[config.mk]
export PLATFORM = sky130hd
export DESIGN_NAME = rgb_hsl_color_converter_flat
export DESIGN_NICKNAME = d
export VERILOG_FILES = /design/src/rtl/core/rhc_pkg.sv /design/src/rtl/core/rhc_if.sv /design/src/rtl/core/rhc_front.sv /design/src/rtl/core/rhc_div_stage.sv /design/src/rtl/core/rgb_hsl_color_converter.sv /design/src/flat_wrapper.sv
export SDC_FILE = /design/constraint.sdc
export NUM_CORES = 2
export LEC_CHECK = 0
export ABC_CLOCK_PERIOD_IN_PS = 21300
export BUFFER_PORTS_ARGS = -buffer_cell sky130_fd_sc_hd__buf_2
export CORE_MARGIN = 5
export CORE_UTILIZATION = 30
export DETAILED_ROUTE_END_ITERATION = 8
export HOLD_SLACK_MARGIN = 0.05
export PLACE_DENSITY = 0.47
export SYNTH_ARGS = -nofsm -noshare
export SYNTH_HDL_FRONTEND = slang
export SYNTH_SLANG_ARGS = --single-unit
export TNS_END_PERCENT = 5
[constraint.sdc]
create_clock -name i_clk -period 21.3 [get_ports i_clk]
set_input_delay 4.26 -clock i_clk [delete_from_list [all_inputs] [get_ports i_clk]]
set_output_delay 4.26 -clock i_clk [all_outputs]
set_load 0.1 [all_outputs]
[src/rtl/core/rhc_pkg.sv]
// Shared constants for the RGB/HSL converter.
// No dependencies; used by the front end and the top level.
`timescale 1ns / 1ps

package rhc_pkg;

    // Conversion direction carried by the mode field
    localparam logic MODE_TO_HSL = 1'b0;
    localparam logic MODE_TO_RGB = 1'b1;

    // Stages in the front end, ahead of the divider chain
    localparam int FRONT_STAGES = 5;

endpackage

[src/rtl/core/rhc_if.sv]
// Valid/ready channel interfaces for pixel words in and out.
// Depends on nothing; width follows the component width.
`timescale 1ns / 1ps

interface rhc_in_if #(parameter int W = 12);
    logic         valid;
    logic         ready;
    logic         mode;
    logic [W-1:0] red_or_hue;
    logic [W-1:0] green_or_sat;
    logic [W-1:0] blue_or_light;

    modport source (output valid, mode, red_or_hue, green_or_sat, blue_or_light,
                    input ready);
    modport sink   (input valid, mode, red_or_hue, green_or_sat, blue_or_light,
                    output ready);
endinterface

interface rhc_out_if #(parameter int W = 12);
    logic         valid;
    logic         ready;
    logic [W-1:0] hue_or_red;
    logic [W-1:0] sat_or_green;
    logic [W-1:0] light_or_blue;

    modport source (output valid, hue_or_red, sat_or_green, light_or_blue,
                    input ready);
    modport sink   (input valid, hue_or_red, sat_or_green, light_or_blue,
                    output ready);
endinterface

[src/rtl/core/rhc_front.sv]
// Front end: min/max and dividend setup for rgb->hsl, full hsl->rgb math.
// Five registered stages with per-stage valid; uses rhc_pkg.
`timescale 1ns / 1ps

module rhc_front #(
    parameter int W = 12
) (
    input  logic              i_clk,
    input  logic              i_rst_n,
    input  logic              i_valid,
    output logic              o_ready,
    input  logic              i_mode,
    input  logic [W-1:0]      i_a,
    input  logic [W-1:0]      i_b,
    input  logic [W-1:0]      i_c,
    output logic              o_valid,
    input  logic              i_ready,
    output logic              o_mode,
    output logic              o_zero,
    output logic [3*W-1:0]    o_res,
    output logic [2*W+2:0]    o_rem_h,
    output logic [W+2:0]      o_den_h,
    output logic [2*W-1:0]    o_rem_s,
    output logic [W:0]        o_den_s
);
    localparam int NS = rhc_pkg::FRONT_STAGES;
    localparam int M0 = 1 + W + (2*W+3) + (W+3) + 2*W + (W+1);
    localparam logic [W-1:0] ONE  = {W{1'b1}};
    localparam logic [W:0]   ONE1 = {1'b0, {W{1'b1}}};
    localparam logic [W:0]   TWO1 = {{W{1'b1}}, 1'b0};
    localparam logic [W:0]   FULL = {1'b1, {W{1'b0}}};

    logic [NS-1:0] r_v;
    logic [NS-1:0] r_mode;
    logic [NS:0]   rdy;

    // Stage registers
    logic [M0-1:0]  r1_m0, r2_m0, r3_m0, r4_m0;
    logic [W-1:0]   r1_t, r1_s, r1_l, r1_p;
    logic [2:0]     r1_sec, r2_sec, r3_sec, r4_sec;
    logic [2*W-1:0] r2_prod;
    logic [W-1:0]   r2_l, r2_p, r3_l, r4_l;
    logic [W-1:0]   r3_chroma, r4_chroma;
    logic [W:0]     r3_pm;
    logic [2*W:0]   r4_xprod;
    logic [M0-1:0]  r5_m0;
    logic [3*W-1:0] r5_res;

    // Stage 1 combinational terms
    logic [W-1:0]   mx, mn, d;
    logic [W:0]     sum, denom;
    logic [W+2:0]   d3, d6, r3v, g3v, b3v, n;
    logic [W:0]     dbl, tw;
    logic [W+2:0]   h3, six_h;
    logic [M0-1:0]  n1_m0;

    // Stage 3 terms
    logic [W-1:0]   q0;
    logic [W:0]     rr;
    logic [W-1:0]   n3_chroma;
    logic [W:0]     n3_pm;

    // Stage 5 terms
    logic [W-1:0]   x;
    logic [W-1:0]   cr, cg, cb;

    function automatic logic [W-1:0] comp_out(input logic [W-1:0] l,
                                              input logic [W-1:0] v,
                                              input logic [W-1:0] c);
        logic [W+2:0] sm;
        logic [W+1:0] half;
        sm   = {2'b00, l, 1'b0} + {2'b00, v, 1'b0} - {3'b000, c};
        half = sm[W+2:1];
        comp_out = (half > {2'b00, ONE}) ? ONE : half[W-1:0];
    endfunction

    // Ready ripples back through empty or draining stages
    always_comb begin
        rdy[NS] = i_ready;
        for (int k = NS - 1; k >= 0; k--) begin
            rdy[k] = !r_v[k] || rdy[k+1];
        end
    end

    assign o_ready = rdy[0];
    assign o_valid = r_v[NS-1];

    // Advance valid bits
    always_ff @(posedge i_clk) begin
        if (!i_rst_n) begin
            r_v <= '0;
        end else begin
            if (rdy[0]) begin
                r_v[0] <= i_valid;
            end
            for (int k = 1; k < NS; k++) begin
                if (rdy[k]) begin
                    r_v[k] <= r_v[k-1];
                end
            end
        end
    end

    // Advance mode bits alongside the valid bits
    always_ff @(posedge i_clk) begin
        if (rdy[0]) begin
            r_mode[0] <= i_mode;
        end
        for (int k = 1; k < NS; k++) begin
            if (rdy[k]) begin
                r_mode[k] <= r_mode[k-1];
            end
        end
    end

    // Stage 1: extremes, dividends, mode-1 chroma factor and sector
    always_comb begin
        mx  = i_a;
        mn  = i_a;
        if (i_b > mx) mx = i_b;
        if (i_c > mx) mx = i_c;
        if (i_b < mn) mn = i_b;
        if (i_c < mn) mn = i_c;
        d   = mx - mn;
        sum = {1'b0, mx} + {1'b0, mn};
        denom = (sum <= ONE1) ? sum : (TWO1 - sum);
        d3  = {3'b000, d};
        d6  = (d3 << 2) + (d3 << 1);
        r3v = {3'b000, i_a};
        g3v = {3'b000, i_b};
        b3v = {3'b000, i_c};
        // Pick the sector offset by the largest channel, red first on ties
        if (mx == i_a) begin
            n = (i_b >= i_c) ? (g3v - b3v) : (d6 + g3v - b3v);
        end else if (mx == i_b) begin
            n = (d3 << 1) + b3v - r3v;
        end else begin
            n = (d3 << 2) + r3v - g3v;
        end
        n1_m0 = {(d == '0), sum[W:1], {n, {W{1'b0}}}, d6,
                 ({{W{1'b0}}, d} << W) - {{W{1'b0}}, d}, denom};

        dbl   = {i_c, 1'b0};
        tw    = (dbl >= ONE1) ? (dbl - ONE1) : (ONE1 - dbl);
        h3    = {3'b000, i_a};
        six_h = (h3 << 2) + (h3 << 1);
    end

    always_ff @(posedge i_clk) begin
        if (rdy[0]) begin
            r1_m0     <= n1_m0;
            r1_t      <= W'(ONE1 - tw);
            r1_s      <= i_b;
            r1_l      <= i_c;
            r1_sec    <= six_h[W+2:W];
            r1_p      <= six_h[W-1:0];
        end
    end

    // Stage 2: chroma product
    always_ff @(posedge i_clk) begin
        if (rdy[1]) begin
            r2_m0     <= r1_m0;
            r2_prod   <= {{W{1'b0}}, r1_t} * {{W{1'b0}}, r1_s};
            r2_l      <= r1_l;
            r2_p      <= r1_p;
            r2_sec    <= r1_sec;
        end
    end

    // Stage 3: divide by full scale with a fold and a two-step correction
    always_comb begin
        q0 = r2_prod[2*W-1:W];
        rr = {1'b0, r2_prod[W-1:0]} + {1'b0, q0};
        if (rr >= TWO1) begin
            n3_chroma = q0 + W'(2);
        end else if (rr >= ONE1) begin
            n3_chroma = q0 + W'(1);
        end else begin
            n3_chroma = q0;
        end
        n3_pm = r2_sec[0] ? (FULL - {1'b0, r2_p}) : {1'b0, r2_p};
    end

    always_ff @(posedge i_clk) begin
        if (rdy[2]) begin
            r3_m0     <= r2_m0;
            r3_chroma <= n3_chroma;
            r3_pm     <= n3_pm;
            r3_l      <= r2_l;
            r3_sec    <= r2_sec;
        end
    end

    // Stage 4: sector value product
    always_ff @(posedge i_clk) begin
        if (rdy[3]) begin
            r4_m0     <= r3_m0;
            r4_xprod  <= {{(W+1){1'b0}}, r3_chroma} * {{W{1'b0}}, r3_pm};
            r4_chroma <= r3_chroma;
            r4_l      <= r3_l;
            r4_sec    <= r3_sec;
        end
    end

    // Stage 5: place chroma and x by sector, add the offset
    always_comb begin
        x = r4_xprod[2*W-1:W];
        case (r4_sec)
            3'd0: begin cr = r4_chroma; cg = x;         cb = '0;        end
            3'd1: begin cr = x;         cg = r4_chroma; cb = '0;        end
            3'd2: begin cr = '0;        cg = r4_chroma; cb = x;         end
            3'd3: begin cr = '0;        cg = x;         cb = r4_chroma; end
            3'd4: begin cr = x;         cg = '0;        cb = r4_chroma; end
            default: begin cr = r4_chroma; cg = '0;     cb = x;         end
        endcase
    end

    always_ff @(posedge i_clk) begin
        if (rdy[4]) begin
            r5_m0     <= r4_m0;
            r5_res    <= {comp_out(r4_l, cr, r4_chroma),
                          comp_out(r4_l, cg, r4_chroma),
                          comp_out(r4_l, cb, r4_chroma)};
        end
    end

    // Split the carried rgb->hsl fields
    assign o_mode  = r_mode[NS-1];
    assign o_zero  = r5_m0[M0-1];
    assign o_rem_h = r5_m0[M0-W-2 -: 2*W+3];
    assign o_den_h = r5_m0[M0-W-2-(2*W+3) -: W+3];
    assign o_rem_s = r5_m0[W+1 +: 2*W];
    assign o_den_s = r5_m0[W:0];
    assign o_res   = (r_mode[NS-1] == rhc_pkg::MODE_TO_HSL)
                   ? {{(2*W){1'b0}}, r5_m0[M0-2 -: W]} : r5_res;

`ifndef ASSERT_OFF
    // Hue offset stays below six times the spread for colored pixels
    a_hue_bound: assert property (@(posedge i_clk) disable iff (!i_rst_n)
        (o_valid && o_mode == rhc_pkg::MODE_TO_HSL && !o_zero)
        |-> (o_rem_h[2*W+2:W] < o_den_h))
        else $error("hue dividend out of range");
    // Saturation denominator is nonzero for colored pixels
    a_sat_bound: assert property (@(posedge i_clk) disable iff (!i_rst_n)
        (o_valid && o_mode == rhc_pkg::MODE_TO_HSL && !o_zero)
        |-> (o_den_s != '0))
        else $error("zero saturation denominator");
    // A stalled front end word keeps its mode and result
    a_mode_hold: assert property (@(posedge i_clk) disable iff (!i_rst_n)
        (o_valid && !i_ready) |=> (o_valid && $stable(o_mode) && $stable(o_res)))
        else $error("front end word changed under stall");
`endif

endmodule

[src/rtl/core/rhc_div_stage.sv]
// One quotient bit of the hue and saturation dividers, registered.
// Depends on nothing; chained by the top level, one stage per bit.
`timescale 1ns / 1ps

module rhc_div_stage #(
    parameter int W    = 12,
    parameter int STEP = 0
) (
    input  logic              i_clk,
    input  logic              i_rst_n,
    input  logic              i_valid,
    output logic              o_ready,
    input  logic              i_mode,
    input  logic              i_zero,
    input  logic [3*W-1:0]    i_res,
    input  logic [2*W+2:0]    i_rem_h,
    input  logic [W+2:0]      i_den_h,
    input  logic [W-1:0]      i_q_h,
    input  logic [2*W-1:0]    i_rem_s,
    input  logic [W:0]        i_den_s,
    input  logic [W-1:0]      i_q_s,
    output logic              o_valid,
    input  logic              i_ready,
    output logic              o_mode,
    output logic              o_zero,
    output logic [3*W-1:0]    o_res,
    output logic [2*W+2:0]    o_rem_h,
    output logic [W+2:0]      o_den_h,
    output logic [W-1:0]      o_q_h,
    output logic [2*W-1:0]    o_rem_s,
    output logic [W:0]        o_den_s,
    output logic [W-1:0]      o_q_s
);
    localparam logic [W-1:0] BIT = W'(1) << STEP;

    logic           r_v;
    logic           r_mode, r_zero;
    logic [3*W-1:0] r_res;
    logic [2*W+2:0] r_rem_h;
    logic [W+2:0]   r_den_h;
    logic [W-1:0]   r_q_h;
    logic [2*W-1:0] r_rem_s;
    logic [W:0]     r_den_s;
    logic [W-1:0]   r_q_s;

    logic [2*W+2:0] sh_h;
    logic [2*W-1:0] sh_s;
    logic           ge_h, ge_s;

    // Trial subtract of the shifted divisors
    assign sh_h = {{W{1'b0}}, i_den_h} << STEP;
    assign sh_s = {{(W-1){1'b0}}, i_den_s} << STEP;
    assign ge_h = (i_rem_h >= sh_h);
    assign ge_s = (i_rem_s >= sh_s);

    assign o_ready = !r_v || i_ready;

    always_ff @(posedge i_clk) begin
        if (!i_rst_n) begin
            r_v <= 1'b0;
        end else if (o_ready) begin
            r_v <= i_valid;
        end
    end

    // Advance payload with the new quotient bits
    always_ff @(posedge i_clk) begin
        if (o_ready) begin
            r_mode  <= i_mode;
            r_zero  <= i_zero;
            r_res   <= i_res;
            r_den_h <= i_den_h;
            r_den_s <= i_den_s;
            r_rem_h <= ge_h ? (i_rem_h - sh_h) : i_rem_h;
            r_rem_s <= ge_s ? (i_rem_s - sh_s) : i_rem_s;
            r_q_h   <= ge_h ? (i_q_h | BIT) : i_q_h;
            r_q_s   <= ge_s ? (i_q_s | BIT) : i_q_s;
        end
    end

    assign o_valid = r_v;
    assign o_mode  = r_mode;
    assign o_zero  = r_zero;
    assign o_res   = r_res;
    assign o_rem_h = r_rem_h;
    assign o_den_h = r_den_h;
    assign o_q_h   = r_q_h;
    assign o_rem_s = r_rem_s;
    assign o_den_s = r_den_s;
    assign o_q_s   = r_q_s;

endmodule

[src/rtl/core/rgb_hsl_color_converter.sv]
// Channel      Dir  Fields                                    Handshake
// i_pix        in   mode, red_or_hue, green_or_sat, blue_or_light  valid/ready
// o_pix        out  hue_or_red, sat_or_green, light_or_blue        valid/ready
//
// One word per clock sustained while o_pix is not stalled; the depth is
// five front end stages plus one divider stage per quotient bit.
// The hue and saturation dividers set the depth: one restoring step each stage.
// i_rst_n is synchronous and clears only the valid bits.
// Each stage holds under stall and refills as soon as its successor moves.
// Top level: rhc_front followed by the rhc_div_stage chain; uses rhc_pkg, rhc_if.
`timescale 1ns / 1ps

module rgb_hsl_color_converter #(
    parameter int COMPONENT_BITS = 12
) (
    input  logic                 i_clk,
    input  logic                 i_rst_n,
    rhc_in_if.sink               i_pix,
    rhc_out_if.source            o_pix
);
    localparam int W = COMPONENT_BITS;

    logic           v     [0:W];
    logic           rdy   [0:W];
    logic           mode  [0:W];
    logic           zero  [0:W];
    logic [3*W-1:0] res   [0:W];
    logic [2*W+2:0] rem_h [0:W];
    logic [W+2:0]   den_h [0:W];
    logic [W-1:0]   q_h   [0:W];
    logic [2*W-1:0] rem_s [0:W];
    logic [W:0]     den_s [0:W];
    logic [W-1:0]   q_s   [0:W];

    // Front end
    rhc_front #(.W(W)) u_front (
        .i_clk   (i_clk),
        .i_rst_n (i_rst_n),
        .i_valid (i_pix.valid),
        .o_ready (i_pix.ready),
        .i_mode  (i_pix.mode),
        .i_a     (i_pix.red_or_hue),
        .i_b     (i_pix.green_or_sat),
        .i_c     (i_pix.blue_or_light),
        .o_valid (v[0]),
        .i_ready (rdy[0]),
        .o_mode  (mode[0]),
        .o_zero  (zero[0]),
        .o_res   (res[0]),
        .o_rem_h (rem_h[0]),
        .o_den_h (den_h[0]),
        .o_rem_s (rem_s[0]),
        .o_den_s (den_s[0])
    );

    assign q_h[0] = '0;
    assign q_s[0] = '0;

    // Divider chain, most significant quotient bit first
    for (genvar j = 0; j < W; j++) begin : g_div
        rhc_div_stage #(.W(W), .STEP(W - 1 - j)) u_div (
            .i_clk   (i_clk),
            .i_rst_n (i_rst_n),
            .i_valid (v[j]),
            .o_ready (rdy[j]),
            .i_mode  (mode[j]),
            .i_zero  (zero[j]),
            .i_res   (res[j]),
            .i_rem_h (rem_h[j]),
            .i_den_h (den_h[j]),
            .i_q_h   (q_h[j]),
            .i_rem_s (rem_s[j]),
            .i_den_s (den_s[j]),
            .i_q_s   (q_s[j]),
            .o_valid (v[j+1]),
            .i_ready (rdy[j+1]),
            .o_mode  (mode[j+1]),
            .o_zero  (zero[j+1]),
            .o_res   (res[j+1]),
            .o_rem_h (rem_h[j+1]),
            .o_den_h (den_h[j+1]),
            .o_q_h   (q_h[j+1]),
            .o_rem_s (rem_s[j+1]),
            .o_den_s (den_s[j+1]),
            .o_q_s   (q_s[j+1])
        );
    end

    // Select the result word by direction; grey pixels give no hue or saturation
    assign rdy[W]      = o_pix.ready;
    assign o_pix.valid = v[W];
    always_comb begin
        if (mode[W] == rhc_pkg::MODE_TO_HSL) begin
            o_pix.hue_or_red   = zero[W] ? '0 : q_h[W];
            o_pix.sat_or_green = zero[W] ? '0 : q_s[W];
        end else begin
            o_pix.hue_or_red   = res[W][3*W-1:2*W];
            o_pix.sat_or_green = res[W][2*W-1:W];
        end
        o_pix.light_or_blue = res[W][W-1:0];
    end

`ifndef ASSERT_OFF
    // An empty output stage means the whole pipe can take a word
    a_ready_when_empty: assert property (@(posedge i_clk) disable iff (!i_rst_n)
        !v[W] |-> i_pix.ready)
        else $error("input stalled with empty output stage");
    // Final hue remainder is below its divisor
    a_hue_rem: assert property (@(posedge i_clk) disable iff (!i_rst_n)
        (v[W] && mode[W] == rhc_pkg::MODE_TO_HSL && !zero[W])
        |-> (rem_h[W] < {{W{1'b0}}, den_h[W]}))
        else $error("hue division left a full divisor");
    // Final saturation remainder is below its divisor
    a_sat_rem: assert property (@(posedge i_clk) disable iff (!i_rst_n)
        (v[W] && mode[W] == rhc_pkg::MODE_TO_HSL && !zero[W])
        |-> (rem_s[W] < {{(W-1){1'b0}}, den_s[W]}))
        else $error("saturation division left a full divisor");
`endif

endmodule
[src/flat_wrapper.sv]
// flat-port wrapper written by rule: the top's interface ports become plain ports
module rgb_hsl_color_converter_flat 
#(
    parameter int COMPONENT_BITS = 12
)
  (i_clk, i_rst_n, i_pix_valid, i_pix_mode, i_pix_red_or_hue, i_pix_green_or_sat, i_pix_blue_or_light, i_pix_ready, o_pix_valid, o_pix_hue_or_red, o_pix_sat_or_green, o_pix_light_or_blue, o_pix_ready);
  rhc_in_if i_pix_i ();
  rhc_out_if o_pix_i ();
  input  logic i_clk;
  input  logic i_rst_n;
  input wire logic [$bits(i_pix_i.valid)-1:0] i_pix_valid;
  input wire logic [$bits(i_pix_i.mode)-1:0] i_pix_mode;
  input wire logic [$bits(i_pix_i.red_or_hue)-1:0] i_pix_red_or_hue;
  input wire logic [$bits(i_pix_i.green_or_sat)-1:0] i_pix_green_or_sat;
  input wire logic [$bits(i_pix_i.blue_or_light)-1:0] i_pix_blue_or_light;
  output wire logic [$bits(i_pix_i.ready)-1:0] i_pix_ready;
  output wire logic [$bits(o_pix_i.valid)-1:0] o_pix_valid;
  output wire logic [$bits(o_pix_i.hue_or_red)-1:0] o_pix_hue_or_red;
  output wire logic [$bits(o_pix_i.sat_or_green)-1:0] o_pix_sat_or_green;
  output wire logic [$bits(o_pix_i.light_or_blue)-1:0] o_pix_light_or_blue;
  input wire logic [$bits(o_pix_i.ready)-1:0] o_pix_ready;
  assign i_pix_i.valid = i_pix_valid;
  assign i_pix_i.mode = i_pix_mode;
  assign i_pix_i.red_or_hue = i_pix_red_or_hue;
  assign i_pix_i.green_or_sat = i_pix_green_or_sat;
  assign i_pix_i.blue_or_light = i_pix_blue_or_light;
  assign i_pix_ready = i_pix_i.ready;
  assign o_pix_valid = o_pix_i.valid;
  assign o_pix_hue_or_red = o_pix_i.hue_or_red;
  assign o_pix_sat_or_green = o_pix_i.sat_or_green;
  assign o_pix_light_or_blue = o_pix_i.light_or_blue;
  assign o_pix_i.ready = o_pix_ready;
  rgb_hsl_color_converter #(.COMPONENT_BITS(COMPONENT_BITS)) u_core (.i_clk(i_clk), .i_rst_n(i_rst_n), .i_pix(i_pix_i), .o_pix(o_pix_i));
endmodule
==> metrics.txt <==
# TYPE chip_impl_metric gauge
chip_impl_info{name="status",value="finished, final reports clean"} 1
chip_impl_metric{name="ys_seq_area_share",unit="%"} 58.5
chip_impl_info{name="min_delay_worst_endpoint",value="u_core.g_div[1].u_div.o_res[5]$_DFFE_PP_"} 1
chip_impl_metric{name="fp.coreArea",unit="µm²"} 336000
chip_impl_metric{name="port_buffers",unit=""} 78
chip_impl_metric{name="chipHeight",unit="µm"} 590
chip_impl_metric{name="largest_net_degree_at_the_start_of_global_routing",unit=""} 72
chip_impl_metric{name="timing.final.hold_violations",unit=""} 0
chip_impl_metric{name="required_time_at_the_worst_slack_endpoint",unit="ns"} 21.95
chip_impl_metric{name="clock_skew",unit="ns"} 0.0973
chip_impl_metric{name="flow.area_growth_from_synthesis",unit="%"} 12.5
chip_impl_info{name="rsz0062_at_grt",value="no"} 1
chip_impl_info{name="crit-reg2reg-capture",value="u_core.u_front.r4_xprod[23]$_DFFE_PP_"} 1
chip_impl_metric{name="slew_headroom",unit="%"} 20.9
chip_impl_info{name="buffer_type_at_the_clock_tree_root",value="clkbuf_16"} 1
chip_impl_metric{name="synth_top_area_share",unit="%"} 58.2
chip_impl_metric{name="rrSetupSlack",unit="ns"} 15.15
chip_impl_metric{name="final-setup-viol-count",unit=""} 0
chip_impl_metric{name="cpPeakStageDelay",unit="ns"} 0.97
chip_impl_metric{name="post-route-cell-area",unit="µm²"} 114000
chip_impl_metric{name="synthesis.instances",unit=""} 7937
chip_impl_metric{name="post_cts_setup_driven_buffer_insertion_count",unit=""} 0
chip_impl_metric{name="num_rows",unit=""} 213
chip_impl_info{name="min_path_type",value="reg -> reg"} 1
chip_impl_metric{name="dp.final_hpwl",unit="µm"} 166000
chip_impl_metric{name="initial_utilization",unit="%"} 30.1
chip_impl_metric{name="setup_ws",unit="ns"} 6.21
chip_impl_metric{name="timing.final.crit_period",unit="ns"} 15.09
chip_impl_metric{name="synth.ff_latch_count",unit=""} 1975
chip_impl_metric{name="worst-r2r-cell-count",unit=""} 18
chip_impl_metric{name="post_synth.cell_area_avg",unit="µm²"} 12.7
chip_impl_metric{name="mappedNetlistNets",unit=""} 8914
chip_impl_metric{name="clock_tree.buffer_depth",unit=""} 4
chip_impl_info{name="critPathCaptureType",value="flop"} 1
chip_impl_info{name="hp-start",value="u_core.g_div[0].u_div.o_res[5]$_DFFE_PP_"} 1
chip_impl_metric{name="via_count",unit=""} 58004
chip_impl_metric{name="grt_pass1_vias",unit=""} 60275
chip_impl_metric{name="global_route.usage.total",unit="%"} 12.5
chip_impl_metric{name="count_of_tritonroute_iterations_in_the_first_routing_pass",unit=""} 6
chip_impl_info{name="timing.critical_path.from_type",value="input pin"} 1
chip_impl_info{name="synth_flop_cell",value="edfxtp_1"} 1
chip_impl_metric{name="worstPathMaxFanout",unit=""} 30
chip_impl_metric{name="hold_buffers",unit=""} 0
chip_impl_metric{name="finalNetCount",unit=""} 9080
chip_impl_metric{name="synth-edff-count",unit=""} 1958
chip_impl_metric{name="yosysUniqueCellTypes",unit=""} 95
chip_impl_metric{name="synth_async_sr_flop_share",unit="%"} 0
chip_impl_info{name="critical_path.reg2reg.startpoint",value="u_core.u_front.r3_chroma[11]$_DFFE_PP_"} 1
chip_impl_metric{name="hold_depth",unit=""} 0
chip_impl_metric{name="crit_arrival",unit="ns"} 15.74
chip_impl_metric{name="max_cap_viol_count",unit=""} 0
chip_impl_info{name="clock_tree_from_tritoncts",value="built"} 1
chip_impl_metric{name="clock_sink_count",unit=""} 1975
chip_impl_metric{name="yosysWarningCount",unit=""} 0
chip_impl_metric{name="final_standard_cell_utilization_of_the_core",unit="%"} 33.8
chip_impl_metric{name="worst-path-buf-inv",unit=""} 5
chip_impl_metric{name="drt_first_iter_violations",unit=""} 2896
chip_impl_metric{name="grt_first_pass_wirelength",unit="µm"} 347000
chip_impl_info{name="path_common_cell",value="ha_1"} 1
chip_impl_metric{name="dpl_cell_area",unit="µm²"} 107000
chip_impl_metric{name="drive_gt1_share",unit="%"} 7.00
chip_impl_info{name="critPathKind",value="in -> reg"} 1
chip_impl_metric{name="final.period_utilization",unit="%"} 70.9
chip_impl_metric{name="die_area",unit="µm²"} 349000
chip_impl_metric{name="worst_pin_slew",unit="ns"} 1.16
chip_impl_metric{name="drt-vias-per-instance",unit=""} 4.53
chip_impl_metric{name="globalRouteOverflowTotal",unit=""} 0
chip_impl_metric{name="grt_antenna_before_repair",unit=""} 7
chip_impl_metric{name="h-tree-depth",unit=""} 4
chip_impl_metric{name="replace_congestion",unit=""} 0.865
chip_impl_metric{name="max_freq",unit="GHz"} 0.0663
chip_impl_metric{name="top_level_ports",unit=""} 79
chip_impl_metric{name="clock_insertion_delay_worst_skew",unit="ns"} 0.90
chip_impl_metric{name="final.setup.tns",unit="ns"} 0
chip_impl_metric{name="slew_violations",unit=""} 0
chip_impl_metric{name="synthesis.area",unit="µm²"} 101000
chip_impl_metric{name="wl_per_cell",unit="µm"} 17.2
chip_impl_info{name="standard_cell_with_the_maximum_stage_delay_on_the_critical_path",value="o41ai_2"} 1
chip_impl_metric{name="postRouteWirelength",unit="µm"} 220000
chip_impl_metric{name="clk_pin_slew",unit="ns"} 0.06
chip_impl_metric{name="drt.antenna.violating_nets",unit=""} 0
chip_impl_metric{name="drc_errors",unit=""} 0
chip_impl_info{name="synth_largest_area_cell",value="edfxtp_1"} 1
chip_impl_metric{name="post-place-ws",unit="ns"} 5.29
chip_impl_info{name="synth_top_cells_by_area",value="edfxtp_1, ha_1, fa_1"} 1
chip_impl_metric{name="cts_resized",unit=""} 0
chip_impl_metric{name="die_width",unit="µm"} 590
chip_impl_info{name="kind_of_cell_with_the_highest_combined_delay_on_the_critical_path",value="compound AO/OA/AOI/OAI gates"} 1
chip_impl_metric{name="tritoncts.num_buffers",unit=""} 217
[kinds of logic (layout without fill, tap and decap cells)]
kind of cell    after synthesis  in the layout  synth area share [%]
compound gates             1348           1348                  8.40
xor+xnor                    528            528                  4.60
fa+ha+maj                   938            938                  13.7
buf+inv                    1140           1479                  4.30
flops                      1975           1975                  58.5
mux                         143            143                  1.50
other cells                   0              2                     0
simple gates               1865           1865                  8.94
[sequential cells by signal, summed over array words and instances, names as in the netlist, 76 cells and up]
name and count:
u_core.u_front.r5_m0 76, u_core.u_front.r3_m0 76, u_core.g_div.u_div.o_den_s 132, u_core.g_div.u_div.o_rem_h 220, u_core.u_front.r1_m0 76, u_core.g_div.u_div.o_q_h 78, u_core.g_div.u_div.o_den_h 136, u_core.g_div.u_div.o_res 432
u_core.g_div.u_div.o_q_s 78, u_core.g_div.u_div.o_rem_s 261, u_core.u_front.r4_m0 76, u_core.u_front.r2_m0 76
[worst register-to-register path: cells and delay by family, from the launching register on]
kind | cells | cell delay (ns)
fa+ha+maj | 6 | 2.95
compound gates | 4 | 1.39
flops | 1 | 0.72
simple gates | 4 | 0.58
buf+inv | 3 | 0.18
xor+xnor | 1 | 0.09
[routing by layer]
layer | vias up | wire length [µm] | track usage, % | part of all wire [%]
li1 | 28572 | - | - | -
met1 | 28125 | 100000 | 16.4 | 46
met2 | 946 | 107000 | 21.6 | 49
met3 | 361 | 6530 | 1.63 | 3.0
met4 | 0 | 6580 | 3.71 | 3.0
met5 | - | 0 | 0 | 0
[layout make-up]
class	count	area, µm²
diodes	2	5.00
clock buffers	265	5650
clock inverters	127	1200
fillers	32621	222000
inverters	960	3630
multi-input cells	4822	37700
flip-flops and latches	1975	59100
well taps	4515	5650
repair buffers	127	758
[placed cells by master (no fill, tap or decap), types with 53 or more instances in the layout]
cell	instances
nand2b_1	97
xnor2_1	349
a21boi_0	65
nand3_1	99
mux2i_1	77
buf_2	78
nand2_1	602
nor3_1	130
ha_1	649
fa_1	287
edfxtp_1	1958
nor4_1	55
nand4_1	72
nor2b_1	94
and2_1	127
o21ai_0	309
inv_1	947
a21oi_1	431
a21o_1	131
mux2_2	66
nor2_1	402
o21bai_1	53
xor2_1	177
clkbuf_16	217
[worst max path at each step]
| stage | start | endpoint | slack, ns | depth (start not counted) |
|---|---|---|---|---|
| finish | i_pix_green_or_sat[11] | u_core.u_front.r1_m0[78]$_DFFE_PP_ | 6.21 | 37 |
| global route | i_pix_green_or_sat[11] | u_core.u_front.r1_m0[78]$_DFFE_PP_ | 5.58 | 37 |
| CTS | i_pix_green_or_sat[11] | u_core.u_front.r1_m0[78]$_DFFE_PP_ | 6.17 | 37 |
| detailed placement | i_pix_green_or_sat[11] | u_core.u_front.r1_m0[78]$_DFFE_PP_ | 5.29 | 37 |
| global placement | i_pix_green_or_sat[11] | u_core.u_front.r1_m0[78]$_DFFE_PP_ | 5.18 | 37 |
| floorplan | o_pix_ready | i_pix_ready | 2.25 | 11 |
[Yosys cell counts (all sizes together), types with 12 or more instances]
cell type     n
nand4        72
o41ai        15
and3         25
o21bai       53
fa          287
o21a         49
a22o         30
ha          649
or4          18
a21o        131
edfxtp     1958
mux2i        77
or3          35
inv         957
nor2        404
o211ai       22
o21ai       312
xor2        177
a221oi       20
o22ai        12
xnor2       350
a21oi       437
nor2b        94
o31ai        50
buf          29
clkbuf      151
nand2       609
nand3       100
mux2         66
a21boi       66
o221ai       12
nor4         55
a211oi       29
a31oi        29
nand2b       97
nor3        132
or2          31
dfxtp        17
and2        130
[through the flow]
stage,instances,hold WS [ns]
2_1_floorplan,7937,0.400
3_3_place_gp,12399,0.402
3_5_place_dp,12399,0.405
4_1_cts,12791,0.335
5_1_grt,12792,0.331
6_report,12793,0.336
Power is not shown: default switching activity piles up to over one toggle a cycle in this logic, so the estimate is an artifact.
